`config.mk`:
```
export PLATFORM = sky130hd
export DESIGN_NAME = vna_ram
export DESIGN_NICKNAME = d
export VERILOG_FILES = /design/src/design/vna_ram.sv
export SDC_FILE = /design/constraint.sdc
export NUM_CORES = 1
export LEC_CHECK = 0
export BUFFER_PORTS_ARGS = -buffer_cell sky130_fd_sc_hd__buf_2
export CAP_MARGIN = 0
export CORE_ASPECT_RATIO = 0.9
export CORE_UTILIZATION = 60
export CTS_CLUSTER_SIZE = 25
export DETAILED_ROUTE_END_ITERATION = 6
export PLACE_DENSITY_LB_ADDON = 0.1
export SETUP_SLACK_MARGIN = 0.02
export SYNTH_ARGS = -nofsm -noshare
export SYNTH_HDL_FRONTEND = slang
export SYNTH_SLANG_ARGS = --single-unit
```
`constraint.sdc`:
```
create_clock -name clk_i -period 1.8 [get_ports clk_i]
set_clock_uncertainty 0.05 [all_clocks]
set_input_delay 0.09 -clock clk_i [delete_from_list [all_inputs] [get_ports clk_i]]
set_output_delay 0.09 -clock clk_i [all_outputs]
set_load 0.01 [all_outputs]
```
`src/design/vna_ram.sv`:
```
// Generic single-port synchronous RAM with registered read data.
// No dependencies.
module vna_ram #(
  parameter int unsigned Width = 8,
  parameter int unsigned Depth = 16
) (
  input  logic                     clk_i,
  input  logic                     we_i,
  input  logic [$clog2(Depth)-1:0] addr_i,
  input  logic [Width-1:0]         wdata_i,
  output logic [Width-1:0]         rdata_o
);
  logic [Width-1:0] mem [Depth];

  always_ff @(posedge clk_i) begin
    if (we_i) begin
      mem[addr_i] <= wdata_i;
    end
    rdata_o <= mem[addr_i];
  end
endmodule

```
==> results of run 1 <==
layout by cell type (no fill, tap or decap):
cell type | synthesis | final
nand2_1 | 9 | 9
clkinv_4 | 0 | 2
bufinv_16 | 0 | 3
clkbuf_1 | 2 | 1
buf_4 | 0 | 20
nor2_1 | 13 | 13
nor2b_1 | 2 | 2
dfxtp_1 | 8 | 8
and2_1 | 1 | 1
clkinvlp_4 | 0 | 2
nand3b_1 | 2 | 2
dlygate4sd3_1 | 0 | 8
nand3_1 | 1 | 1
nor3_1 | 4 | 4
buf_12 | 0 | 2
buf_2 | 2 | 21
clkinv_1 | 0 | 1
edfxtp_1 | 128 | 128
clkbuf_8 | 0 | 1
clkinv_2 | 0 | 4
mux4_2 | 32 | 32
clkbuf_16 | 0 | 16
inv_6 | 0 | 1
nand2b_1 | 2 | 2
or3b_2 | 1 | 1
a22oi_1 | 16 | 16
what timing repair did:
item | in CTS | in global routing
endpoints found under the hold margin | 128 | 0
hold buffers | 8 | 0
setup endpoints to repair | 0 | 0
resized for setup | 0 | 0
layout make-up:
class / instances / share of cell area, %
clock buffer: 18 / 6.87
multi-input combinational: 83 / 16.5
timing repair buffer: 51 / 6.17
tap: 99 / 2.04
clock inverter: 13 / 2.55
sequential: 136 / 65.9
kinds of logic after synthesis:
logic type | count (synthesis) | synth area share, %
buffers and inverters | 11 | 1.19
DFF | 136 | 79.0
AOI/OAI and AO/OA | 16 | 2.37
muxes | 32 | 14.2
and+or+nand+nor | 35 | 3.21
layer usage:
metal	wire, um	part of all wire [%]	vias to the layer above	global-route usage (%)
met5	0	0	-	0
met4	95	1.0	0	8.01
met3	581	6.2	9	7.51
met2	4960	53	71	38.8
met1	3800	40	1263	31.5
li1	-	-	1082	-
registers in the layout, summed over array words and instances (netlist names):
register / cells
mem: 128
rdata_o: 8
power groups by stage:
stage	Combinational [mW]	Clock, mW	Sequential, mW
floorplan	0.182	0	3.63
global placement	0.332	0	3.62
detailed placement	0.338	0	3.63
CTS	0.355	3.39	3.56
global route	0.378	3.52	3.57
finish	0.350	3.33	3.56
worst paths after layout:
check | endpoint | slack (ns) | cells after the start
setup reg to reg | rdata_o[1] | 0.35 | 3
hold / removal | rdata_o[5] | 0.15 | 4
setup / recovery | rdata_o[1] | 0.35 | 3
hold reg to reg | rdata_o[4] | 0.61 | 3
worst max-delay path, stage by stage (launching register included):
cell and delay, ns:
edfxtp_1 0.38, mux4_2 0.48, a22oi_1 0.32, nand2_1 0.10
==> metrics.yaml, run 1 <==
status: "complete, no violations"
cp_data_required_time_ns: 2.14
synth_area_um2: 5070
floorplan.initialDensity_pct: 62.5
drcViolationCount: 0
rr_startpoint: "mem[2][1]"
cp-startpoint: "mem[2][1]"
drive_gt1_share_pct: 34.9
endpoint_kind: "register"
fin_nets: 303
n_fill_cell: 464
pwr-share-seq_pct: 49.2
yosysWarnings: 0
yosys.area.top_type: "edfxtp_1"
netlist_instances: 230
wl_per_cell_um: 23.6
max_slew_margin_pct: 60.6
fin_util_pct: 75.0
antenna_found_initial: 0
grt_pass1_wl_mm: 14.2
die_w_um: 98.9
ys_top_cells_by_count: "edfxtp_1 (128), mux4_2 (32), a22oi_1 (16)"
synth_top_area_share_pct: 75.9
drtPass1Iterations: 4
totalPowerFinal_mw: 7.24
whs_ns: 0.150
synthToLayoutAreaGrowth_pct: 20.0
wl_mm: 9.44
pwr-share-comb_pct: 4.8
tns_ns: 0
numCtsBuffers: 17
fp.dieH_um: 89.2
maxCapViolCount: 0
power.density_nw_per_um2: 1190
first_global_vias: 2538
finalCriticalPeriod_ns: 1.45
clock-sinks: 136
ys_types: 18
synthTopCellsByArea: "edfxtp_1 (76%), mux4_2 (14%), dfxtp_1 (3.2%)"
final_cells: 400
cts_setup_buffers: 0
detailed_place.area_um2: 5430
async_reset_ff_share_pct: 0
gp_congestion: 0.718
synth-seq-cells: 136
grt_overflow_total: 0
hpwl_mm: 5.56
vias: 2425
grt_max_degree: 40
cts_root_buffer: "clkbuf_8"
crit_arrival_ns: 1.79
cts_tree: "built"
p_sw_mw: 1.45
yosysSeqAreaShare_pct: 79.0
clk_latency_ns: 0.52
ir_worst_vdd_v: 0.000739
dpl.cell_count: 361
clock_power_share_pct: 46.0
power.leakage_nw: 2.05
core_um2: 8110
syn_nets: 244
slew_violations: 0
io_buffers: 21
ios: 22
cp_max_fo: 1
fin_crit_sh_pct: 80.8
die_area_um2: 8820
rsz0062_at_grt: "false"
post-synth-top-count-cell: "edfxtp_1"
min-delay-start: "addr_i[2]"
drtIter0Drc: 162
pre_cts_ws_ns: 0.224
via_per_inst: 6.06
setup-violations-final: 0
swShare_pct: 20.1
worst_pin_slew_ns: 0.590
rows: 31
setup.worst_path.start_class: "register"
multi_input_area_um2: 1000
power.internal_mw: 5.79
fmax_mhz: 688
hold_viol_final: 0
grt_use_total_pct: 23.9
antennaDiodeCount: 0
setup_ws_ns: 0.346
seq_area_um2: 4000
postRouteAntennaNets: 0
path_class: "register to register"
clock_path_buffers: 2
hold_class: "primary input to register"
synth_edf_count: 128
design_area_um2: 6080
htree_num_levels: 4
syn_area_per_cell_um2: 22.0
path_clk_slew_ns: 0.06
dominantRegCellSynth: "edfxtp_1"
No activity file was read; power rests on OpenSTA's default activity.
==> run 2, diff against run 1 <==
- ABC_AREA: unset -> 1
- CORE_UTILIZATION: 60 -> 55
- clock period: 1.8 -> 1.2 ns (I/O delays scaled with it)
==> metrics.yaml, run 2 <==
reg2reg_depth: 8  # +5
ir_worst_vdd_v: 0.00125  # +70%
cp_max_fo: 1  # unchanged
crit_slowest_cell: "edfxtp_1"
path_class: "register to register"
fin_util_pct: 68.3  # -6.7 points
cp_common_cell: "nand2_1"
finalCriticalPeriod_ns: 1.06  # -0.392 ns
die_area_um2: 10600  # +20%
syn_nets: 562  # +130%
muxShareOfSynthArea_pct: 0  # -14 points
cts_root_buffer: "clkbuf_16"
final_cells: 723  # +81%
grt_max_degree: 45  # +13%
cts_resized: 0  # unchanged
clock_path_buffers: 2  # unchanged
dpl.cell_count: 691  # +91%
slew_violations: 0  # unchanged
max_flop_register: "mem"
cp-startpoint: "mem[4][3]"
synth_edf_count: 128  # unchanged
maxCapViolCount: 0  # unchanged
fmax_mhz: 941  # +37%
grt_overflow_total: 0  # unchanged
wl_mm: 11.9  # +26%
synth_area_um2: 5590  # +10%
postRouteAntennaNets: 0  # unchanged
drtPass1Iterations: 5  # +1
cts-hold-fix-buffers: 0  # -8
netlist_instances: 548  # +140%
worst_pin_slew_ns: 0.414  # -0.176 ns
htree_num_levels: 4  # unchanged
synth-xor-area-share_pct: 0  # unchanged
vias: 3668  # +51%
min-delay-start: "wdata_i[3]"
first_global_vias: 3772  # +49%
synth_top_family_by_area: "simple AND/OR/NAND/NOR gates"
setup-violations-final: 0  # unchanged
whs_path_depth: 1  # -3
slowest_delay_ns: 0.36  # -0.12 ns
pre_cts_ws_ns: -0.0917  # -0.316 ns
hold_class: "primary input to register"
drive_gt1_share_pct: 15.2  # -20 points
ios: 22  # unchanged
cts_tree: "built"
rsz0062_at_grt: "false"
synth_top_area_share_pct: 68.7  # -7.1 points
drtIter0Drc: 267  # +65%
status: "complete, no violations"
path_clk_slew_ns: 0.06  # about the same
final_common_cell: "nand2_1"
async_reset_ff_share_pct: 0  # unchanged
endpoint_kind: "register"
dominantRegCellSynth: "edfxtp_1"
min_to: "mem[6][3]"
rr_startpoint: "mem[4][3]"
synthAdderAreaFrac_pct: 0  # unchanged
grt_pass1_wl_mm: 18.8  # +32%
yosys.area.top_type: "edfxtp_1"
post-synth-top-count-cell: "nand2_1"
antenna_found_initial: 0  # unchanged
rows: 34  # +9.7%
ys_top_cells_by_count: "nand2_1 (346), edfxtp_1 (128), inv_1 (21)"
cp_data_required_time_ns: 1.45  # -0.69 ns
io_buffers: 21  # unchanged
crit_chain: "nand2_1, nand2_1, nand2_1, nand2_1, nand2_1, nand2_1, inv_1, nand2_1"
syn_area_per_cell_um2: 10.2  # -54%
numCtsBuffers: 17  # unchanged
design_area_um2: 6680  # +9.9%
cts_setup_buffers: 0  # unchanged
yosysSeqAreaShare_pct: 71.6  # -7.4 points
max_slew_margin_pct: 72.3  # +12 points
setup_ws_ns: 0.137  # -0.208 ns
rrSetupSlack_ns: 0.14  # -0.21 ns
drcViolationCount: 0  # unchanged
synth-seq-cells: 136  # unchanged
synthTopCellsByArea: "edfxtp_1 (69%), nand2_1 (23%), dfxtp_1 (2.9%)"
fin_crit_sh_pct: 88.5  # +7.8 points
largest_reg_flops: 128  # unchanged
core_um2: 9780  # +21%
setup.worst_path.start_class: "register"
yosysWarnings: 0  # unchanged
ys_types: 11  # -7
die_w_um: 108  # +9.5%
reg.largest.list: "mem (128), rdata_o (8)"
via_per_inst: 5.07  # -16%
grt_use_total_pct: 25.0  # +1.1 points
detailed_place.area_um2: 6080  # +12%
clk_latency_ns: 0.42  # -0.10 ns
synth_compound_area_share_pct: 0  # -2.4 points
power.density_nw_per_um2: 1700  # +43%
tns_ns: 0  # unchanged
r2r-end: "rdata_o[3]"
fp.dieH_um: 97.7  # +9.5%
floorplan.initialDensity_pct: 57.2  # -5.3 points
wl_per_cell_um: 16.5  # -30%
hpwl_mm: 7.38  # +33%
antennaDiodeCount: 0  # unchanged
fin_nets: 598  # +97%
synthToLayoutAreaGrowth_pct: 19.5
synth-simple-area-share_pct: 24.8  # +22 points
power.leakage_nw: 2.81  # +37%
gp_congestion: 0.867  # +21%
hold_viol_final: 0  # unchanged
clock-sinks: 136  # unchanged
final_cell_mix: "nand2_1 (346), edfxtp_1 (128), inv_1 (21), buf_2 (21), clkbuf_16 (17)"
crit_arrival_ns: 1.32  # -0.47 ns
[run 2: changes by cell type in the layout (fill, tap and decap cells not counted), sizes merged, moves of 5 or more]
| cell | delta |
|---|---|
| nand2 | +337 |
| mux4 | -32 |
| inv | +24 |
| a22oi | -16 |
| dlygate4sd3 | -8 |
| buf | -5 |
| nor2 | +5 |
[run 2: worst max path at each step]
stage | to | depth (start not counted)
2_1_floorplan | mem[13][0] | 5
3_3_place_gp | mem[9][5] | 4
3_5_place_dp | mem[11][4] | 4
4_1_cts | rdata_o[7] | 8
5_1_grt | rdata_o[7] | 8
6_report | rdata_o[3] | 8
[run 2: area by class of cell]
| class | instances | area (um2) |
|---|---|---|
| Inverter | 23 | 86.3 |
| Timing Repair Buffer | 38 | 270 |
| Tap cell | 126 | 158 |
| Clock buffer | 17 | 425 |
| Clock inverter | 15 | 176 |
| Multi-Input combinational cell | 368 | 1560 |
| Fill cell | 730 | 3100 |
| Sequential cell | 136 | 4000 |
[run 2: cells by family (layout without fill, tap and decap cells)]
| family | count (synthesis) | in the layout |
|---|---|---|
| buf+inv | 44 | 93 |
| flops | 136 | 136 |
| simple gates | 368 | 368 |
[run 2: metrics by stage]
stage	hold WS, ns	power (mW)
after floorplan	0.109	5.87
after global placement	0.404	6.15
after detailed placement	0.404	6.16
after CTS	0.0148	11.4
after global routing	0.0101	11.7
final	0.0240	11.4
[run 2: routing by layer]
metal | track usage [%] | share of wire [%]
met4 | 10.4 | 1.6
met3 | 6.17 | 5.0
met5 | 0 | 0
met2 | 40.3 | 50
met1 | 32.4 | 43
[run 2: critical path: cells and delay by family, from the launching register on]
kind                   cells  cell delay (ns)
flip-flops                 1             0.36
AND/OR/NAND/NOR            7             0.46
buffers and inverters      1             0.09
[run 2: report_power, final]
group	internal, mW	switching (mW)	total [mW]
registers	5.31	0.0302	5.34
logic	0.215	0.504	0.719
clock network	3.27	2.03	5.30
total	8.79	2.56	11.4
