File: src/design/vna_pkg.sv
// Package for the vertex normal accumulator: payload structs, command codes,
// widths and the shared helper constants. No dependencies.
package vna_pkg;

  localparam int unsigned VertexCount = 1024;
  localparam int unsigned IdxW        = $clog2(VertexCount);
  localparam int unsigned CoordW      = 16;
  localparam int unsigned AccW        = 24;
  localparam int unsigned PosMemW     = 3 * CoordW;
  localparam int unsigned AccMemW     = 3 * AccW;
  localparam int unsigned QOne        = 16384;

  typedef enum logic [1:0] {
    CMD_LOAD  = 2'd0,
    CMD_TRI   = 2'd1,
    CMD_READ  = 2'd2,
    CMD_NOP   = 2'd3
  } cmd_e;

  typedef struct packed {
    logic [1:0]         command;
    logic [9:0]         vertex_index;
    logic signed [15:0] pos_x;
    logic signed [15:0] pos_y;
    logic signed [15:0] pos_z;
    logic signed [15:0] start_nx;
    logic signed [15:0] start_ny;
    logic signed [15:0] start_nz;
    logic [9:0]         corner_a;
    logic [9:0]         corner_b;
    logic [9:0]         corner_c;
  } req_t;

  typedef struct packed {
    logic [9:0]         out_index;
    logic signed [15:0] out_nx;
    logic signed [15:0] out_ny;
    logic signed [15:0] out_nz;
    logic               zero_length;
  } rsp_t;

  // Request to and answer from the normalizer.
  typedef struct packed {
    logic               start;
    logic signed [40:0] vx;
    logic signed [40:0] vy;
    logic signed [40:0] vz;
  } norm_req_t;

  typedef struct packed {
    logic               done;
    logic               zero;
    logic signed [15:0] nx;
    logic signed [15:0] ny;
    logic signed [15:0] nz;
  } norm_rsp_t;

endpackage

File: src/design/vna_norm.sv
// Multi-cycle vector normalizer: scale, sum of squares, square root and three
// divisions, one bit per cycle. Depends on vna_pkg.
module vna_norm
  import vna_pkg::*;
(
  input  logic      clk_i,
  input  logic      rst_ni,
  input  norm_req_t req_i,
  output norm_rsp_t rsp_o
);
  typedef enum logic [6:0] {
    S_IDLE  = 7'b0000001,
    S_SHIFT = 7'b0000010,
    S_SQ    = 7'b0000100,
    S_ROOT  = 7'b0001000,
    S_DIVI  = 7'b0010000,
    S_DIV   = 7'b0100000,
    S_DONE  = 7'b1000000
  } st_e;

  st_e state_q, state_d;
  logic [40:0] mag_q [3];
  logic [2:0]  neg_q;
  logic [1:0]  comp_q;     // component under square or division
  logic [63:0] sq_q;       // sum of squares and root radicand, later the dividend
  logic [31:0] root_q;
  logic [5:0]  cnt_q;
  logic [63:0] rem_q;      // root and divider remainder
  logic [15:0] quo_q;
  logic [15:0] res_q [3];
  logic        zero_q;

  logic [1:0]  next_comp;
  logic [45:0] div_num;
  logic [31:0] prod_in;
  logic [63:0] prod;

  assign prod_in = mag_q[comp_q][31:0];
  assign prod    = prod_in * prod_in;

  // The first division takes component 0; each later one takes the next.
  always_comb begin
    case (comp_q)
      2'd0:    next_comp = 2'd1;
      2'd1:    next_comp = 2'd2;
      default: next_comp = 2'd0;
    endcase
  end

  // Dividend |c| * 16384 + floor(L / 2) for rounding to nearest.
  assign div_num = {mag_q[next_comp][31:0], 14'd0} + {15'd0, root_q[31:1]};

  // Root by the bit pair method: cnt counts 32 pairs; rem_q holds partial
  // remainder, sq_q the radicand shifting out left.
  logic [65:0] rr_next;
  logic [65:0] rr_sub;
  assign rr_next = {rem_q, sq_q[63:62]};
  assign rr_sub  = rr_next - {32'd0, root_q, 2'b01};

  // Long division: rem_q low bits, dividend bits shifted in from sq_q.
  logic [46:0] dd_next;
  logic [46:0] dd_sub;
  assign dd_next = {rem_q[45:0], sq_q[45]};
  assign dd_sub  = dd_next - {15'd0, root_q};

  always_ff @(posedge clk_i or negedge rst_ni) begin
    if (!rst_ni) begin
      state_q <= S_IDLE;
    end else begin
      state_q <= state_d;
    end
  end

  always_comb begin
    state_d = state_q;
    unique case (state_q)
      S_IDLE:  if (req_i.start) state_d = S_SHIFT;
      S_SHIFT: if (mag_q[0][40:30] == '0 && mag_q[1][40:30] == '0 &&
                   mag_q[2][40:30] == '0) state_d = S_SQ;
      S_SQ:    if (comp_q == 2'd2) state_d = S_ROOT;
      S_ROOT:  if (cnt_q == 6'd31) state_d = S_DIVI;
      S_DIVI:  state_d = (root_q == '0) ? S_DONE : S_DIV;
      S_DIV:   if (cnt_q == 6'd45 && comp_q == 2'd2) state_d = S_DONE;
      S_DONE:  state_d = S_IDLE;
      default: state_d = S_IDLE;
    endcase
  end

  always_ff @(posedge clk_i) begin
    unique case (state_q)
      S_IDLE: begin
        mag_q[0] <= req_i.vx[40] ? 41'(-req_i.vx) : req_i.vx;
        mag_q[1] <= req_i.vy[40] ? 41'(-req_i.vy) : req_i.vy;
        mag_q[2] <= req_i.vz[40] ? 41'(-req_i.vz) : req_i.vz;
        neg_q    <= {req_i.vz[40], req_i.vy[40], req_i.vx[40]};
        comp_q   <= 2'd0;
        sq_q     <= '0;
      end
      S_SHIFT: begin
        if (!(mag_q[0][40:30] == '0 && mag_q[1][40:30] == '0 &&
              mag_q[2][40:30] == '0)) begin
          mag_q[0] <= mag_q[0] >> 1;
          mag_q[1] <= mag_q[1] >> 1;
          mag_q[2] <= mag_q[2] >> 1;
        end
      end
      S_SQ: begin
        sq_q   <= sq_q + prod;
        comp_q <= comp_q + 2'd1;
        cnt_q  <= '0;
        rem_q  <= '0;
        root_q <= '0;
      end
      S_ROOT: begin
        sq_q  <= {sq_q[61:0], 2'b00};
        cnt_q <= cnt_q + 6'd1;
        if (!rr_sub[65]) begin
          rem_q  <= rr_sub[63:0];
          root_q <= {root_q[30:0], 1'b1};
        end else begin
          rem_q  <= rr_next[63:0];
          root_q <= {root_q[30:0], 1'b0};
        end
      end
      S_DIVI: begin
        comp_q <= 2'd0;
        cnt_q  <= '0;
        rem_q  <= '0;
        sq_q   <= {18'd0, div_num};
        zero_q <= (root_q == '0);
        if (root_q == '0) begin
          res_q[0] <= '0;
          res_q[1] <= '0;
          res_q[2] <= '0;
        end
      end
      S_DIV: begin
        sq_q  <= {sq_q[62:0], 1'b0};
        if (!dd_sub[46]) begin
          rem_q <= {18'd0, dd_sub[45:0]};
          quo_q <= {quo_q[14:0], 1'b1};
        end else begin
          rem_q <= {18'd0, dd_next[45:0]};
          quo_q <= {quo_q[14:0], 1'b0};
        end
        if (cnt_q == 6'd45) begin
          // Quotient is at most 16384, so 16 bits suffice; clamp anyway.
          res_q[comp_q] <= (({quo_q[14:0], !dd_sub[46]}) > 16'(QOne)) ?
                           16'(QOne) : {quo_q[14:0], !dd_sub[46]};
          comp_q <= comp_q + 2'd1;
          cnt_q  <= '0;
          rem_q  <= '0;
          sq_q   <= {18'd0, div_num};
        end else begin
          cnt_q <= cnt_q + 6'd1;
        end
      end
      default: ;
    endcase
  end

  always_comb begin
    rsp_o.done = (state_q == S_DONE);
    rsp_o.zero = zero_q;
    rsp_o.nx   = neg_q[0] ? -res_q[0] : res_q[0];
    rsp_o.ny   = neg_q[1] ? -res_q[1] : res_q[1];
    rsp_o.nz   = neg_q[2] ? -res_q[2] : res_q[2];
  end

`ifndef SYNTHESIS
  a_done_one_cycle: assert property (@(posedge clk_i) disable iff (!rst_ni)
    rsp_o.done |=> !rsp_o.done) else $error("normalizer done held");
  a_start_idle: assert property (@(posedge clk_i) disable iff (!rst_ni)
    (state_q == S_IDLE && req_i.start) |=> state_q == S_SHIFT)
    else $error("normalizer missed start");
  a_zero_result: assert property (@(posedge clk_i) disable iff (!rst_ni)
    (rsp_o.done && rsp_o.zero) |-> (res_q[0] == '0 && res_q[1] == '0 && res_q[2] == '0))
    else $error("zero vector gave nonzero normal");
`endif
endmodule

File: config.mk
export PLATFORM = sky130hd
export DESIGN_NAME = vna_norm
export DESIGN_NICKNAME = d
export VERILOG_FILES = /design/src/design/vna_pkg.sv /design/src/design/vna_norm.sv
export SDC_FILE = /design/constraint.sdc
export NUM_CORES = 2
export LEC_CHECK = 0
export BUFFER_PORTS_ARGS = -buffer_cell sky130_fd_sc_hd__buf_2
export CELL_PAD_IN_SITES_DETAIL_PLACEMENT = 2
export CELL_PAD_IN_SITES_GLOBAL_PLACEMENT = 2
export CORE_AREA = 5 5 360 362
export CTS_CLUSTER_SIZE = 20
export DETAILED_ROUTE_END_ITERATION = 10
export DIE_AREA = 0 0 365 367
export PLACE_DENSITY = 0.91
export SYNTH_ARGS = -nofsm -noshare
export SYNTH_HDL_FRONTEND = slang
export SYNTH_SLANG_ARGS = --single-unit
File: constraint.sdc
create_clock -name clk_i -period 14.73 [get_ports clk_i]
set_clock_uncertainty 0.1 [all_clocks]
set_input_delay 0.7365 -clock clk_i [delete_from_list [all_inputs] [get_ports clk_i]]
set_output_delay 0.7365 -clock clk_i [all_outputs]
set_load 0.01 [all_outputs]
==> flow_summary.yaml <==
drt:
  drt-total-wl_um: 310300
  wl_per_cell_um: 39.10
  firstDrtPassIters: 8
  vias_per_cell: 6.799
  antenna_left: 0
  drt_iter0_drc: 6426
  drc: 0
  num_vias: 53950
job:
  maxCapViolCount: 0
cts:
  clk_latency_ns: 0.66
  cts_buffer_depth: 3
  ctsResizeCount: 0
  holdBufCountCts: 1
  cts.clk_slew.worst_paths_ns: 0.07
  cts_tree: "built"
  post_cts.repair.setup_buffers: 0
  cts.sinks: 367
  cts_made_buffers: 46
  htree_levels: 2
  clock-root-buffer: "clkbuf_16"
final_layout:
  final_cell_mix: "inv_1 (1277), fa_1 (874), nand2_1 (640)"
  nFillCells: 13360
  layout_commonest_cell: "inv_1"
  fin_util_pct: 47.89
  fin_nets: 7560
  fin_area_um2: 60520
  final_layout_size_suffix_gt1_share_pct: 6.426
  final_cell_count_no_fill: 7935
  area_delta_synth_final_pct: 7.554
synth:
  synth-seq-cells: 367
  synth_area_per_cell_um2: 9.127
  synth_warnings: 0
  ys_seq_area_share_pct: 19.49
  netlist_area_um2: 56270
  synth_cells: 6165
  synth_flop_cell: "edfxtp_1"
  synth_top_area_share_pct: 31.09
  synthTopCellsByArea: "fa_1 (31%), edfxtp_1 (19%), inv_1 (8.5%)"
  synthArstFlopShare_pct: 1.907
  yosys.area.top_type: "fa_1"
  synth_edf_count: 358
  synth_cell_types: 93
die:
  dieHeight_um: 367
  rows: 131
  io_pins: 176
  die_area_um2: 134000
  die_w_um: 365
  initial_core_util_pct: 44.53
  design.core.area_um2: 126400
global_route:
  gr-usage-met3_pct: 12.94
  antenna_found_initial: 22
  grt_pass1_wl_um: 445700
  grtUsageMet2_pct: 74.55
  grt-ovfl-total: 0
  grt_pass1_vias: 62310
  grt_start_max_net_pins: 88
  gr-usage-all-layers_pct: 45.65
  top_usage_layer: "met2"
  use_met1_pct: 48.66
setup_path:
  arrival_ns: 12.46
  cp-start-kind: "flip-flop"
  critical_path.slowest_cell: "inv_1"
  cp_max_fo: 26
  critPathCaptureType: "flip-flop"
  cp_common_cell: "fa_1"
  criticalPathCategory: "reg2reg"
  cp.required_ns: 14.93
  critPathMaxStageDelay_ns: 0.83
min_path:
  hold_class: "in2reg"
sta:
  min_period_ns: 12.26
  finalHoldViolations: 0
  worst_pin_slew_ns: 1.301
  grt_setup_unrepaired: "no"
  drv_slew: 0
  setup_tns_ns: 0
  post-route-period-util_pct: 83.24
  setup_viol: 0
  fmax_mhz: 81.56
  slew_headroom_pct: 13.29
status:
  status: "complete, no violations"
place:
  dp_cells: 7833
  place_hpwl_um: 209900
  gp_congestion: 0.9073
  port_buffers: 175
  placed_cell_area_um2: 59020
-- cells by family after synthesis --
group	count (synthesis)	synth area share (%)
mux	126	2.253
compound gates	1029	11.46
xor+xnor	335	5.214
other cells	1	0.006664
buf+inv	1540	10.34
fa+ha+maj	1214	38.66
simple gates	1553	12.59
flops	367	19.49
-- cell type report --
| type | instances | area [um^2] | area share, % |
|---|---|---|---|
| antenna | 17 | 42.54 | 0.07029 |
| clock buffer | 58 | 1226 | 2.026 |
| clock inverter | 26 | 217.7 | 0.3597 |
| inverter | 1286 | 4827 | 7.976 |
| multi-input combinational | 4260 | 39650 | 65.51 |
| sequential | 367 | 10970 | 18.13 |
| tap | 1662 | 2079 | 3.436 |
| timing repair buffer | 259 | 1509 | 2.493 |
-- final timing paths --
path / slack, ns / cells past startpoint / to / from
hold reg to reg: 0.45 / 0 / quo_q[14] / quo_q[13]
min in group asynchronous: 0.48 / 2 / state_q[4] / rst_ni
setup reg to reg: 2.47 / 28 / sq_q[42] / flip-flop
setup / recovery: 2.47 / 28 / sq_q[42] / flip-flop
hold / removal: 0.41 / 3 / mag_q[0][40] / req_i[121]
max in group asynchronous: 13.81 / 2 / state_q[0] / rst_ni
-- routing by layer --
layer / up-vias / share of wire [%]
met5: - / 0.032
met4: 12 / 11
met3: 2040 / 9.9
met2: 4434 / 47
met1: 27420 / 33
li1: 20050 / -
-- registers in the layout (all words and copies together), names as in the netlist, named ones only --
signal	cells
zero_q	1
res_q	48
cnt_q	6
sq_q	64
rem_q	64
comp_q	2
state_q	7
neg_q	3
mag_q	123
quo_q	15
root_q	32
-- synth_stat cells, types with 49 or more instances --
library cell / count
inv_1: 1278
fa_1: 874
nand2_1: 643
nor2_1: 445
edfxtp_1: 358
ha_1: 340
o21ai_0: 336
a21oi_1: 226
clkbuf_1: 220
xor2_1: 171
xnor2_1: 164
mux2i_1: 121
a21o_1: 76
nand3_1: 67
and2_1: 54
o31ai_1: 52
o21a_1: 49
-- stage by stage --
step,hold WS [ns],setup WS [ns]
detailed placement,0.3771,3.373
global placement,0.3650,4.131
global route,0.4288,2.509
CTS,0.3980,2.866
floorplan,0.3409,5.325
finish,0.4063,2.469
-- critical path, delay by kind of cell, from the launching register on --
kind	cells	cell delay, ns
xor+xnor	1	0.17
mux	1	0.24
buf+inv	6	1.72
simple gates	1	0.45
flops	1	0.47
fa+ha+maj	9	4.14
compound gates	10	4.58
Power is not shown: default switching activity piles up to over one toggle a cycle in this logic, so the estimate is an artifact.
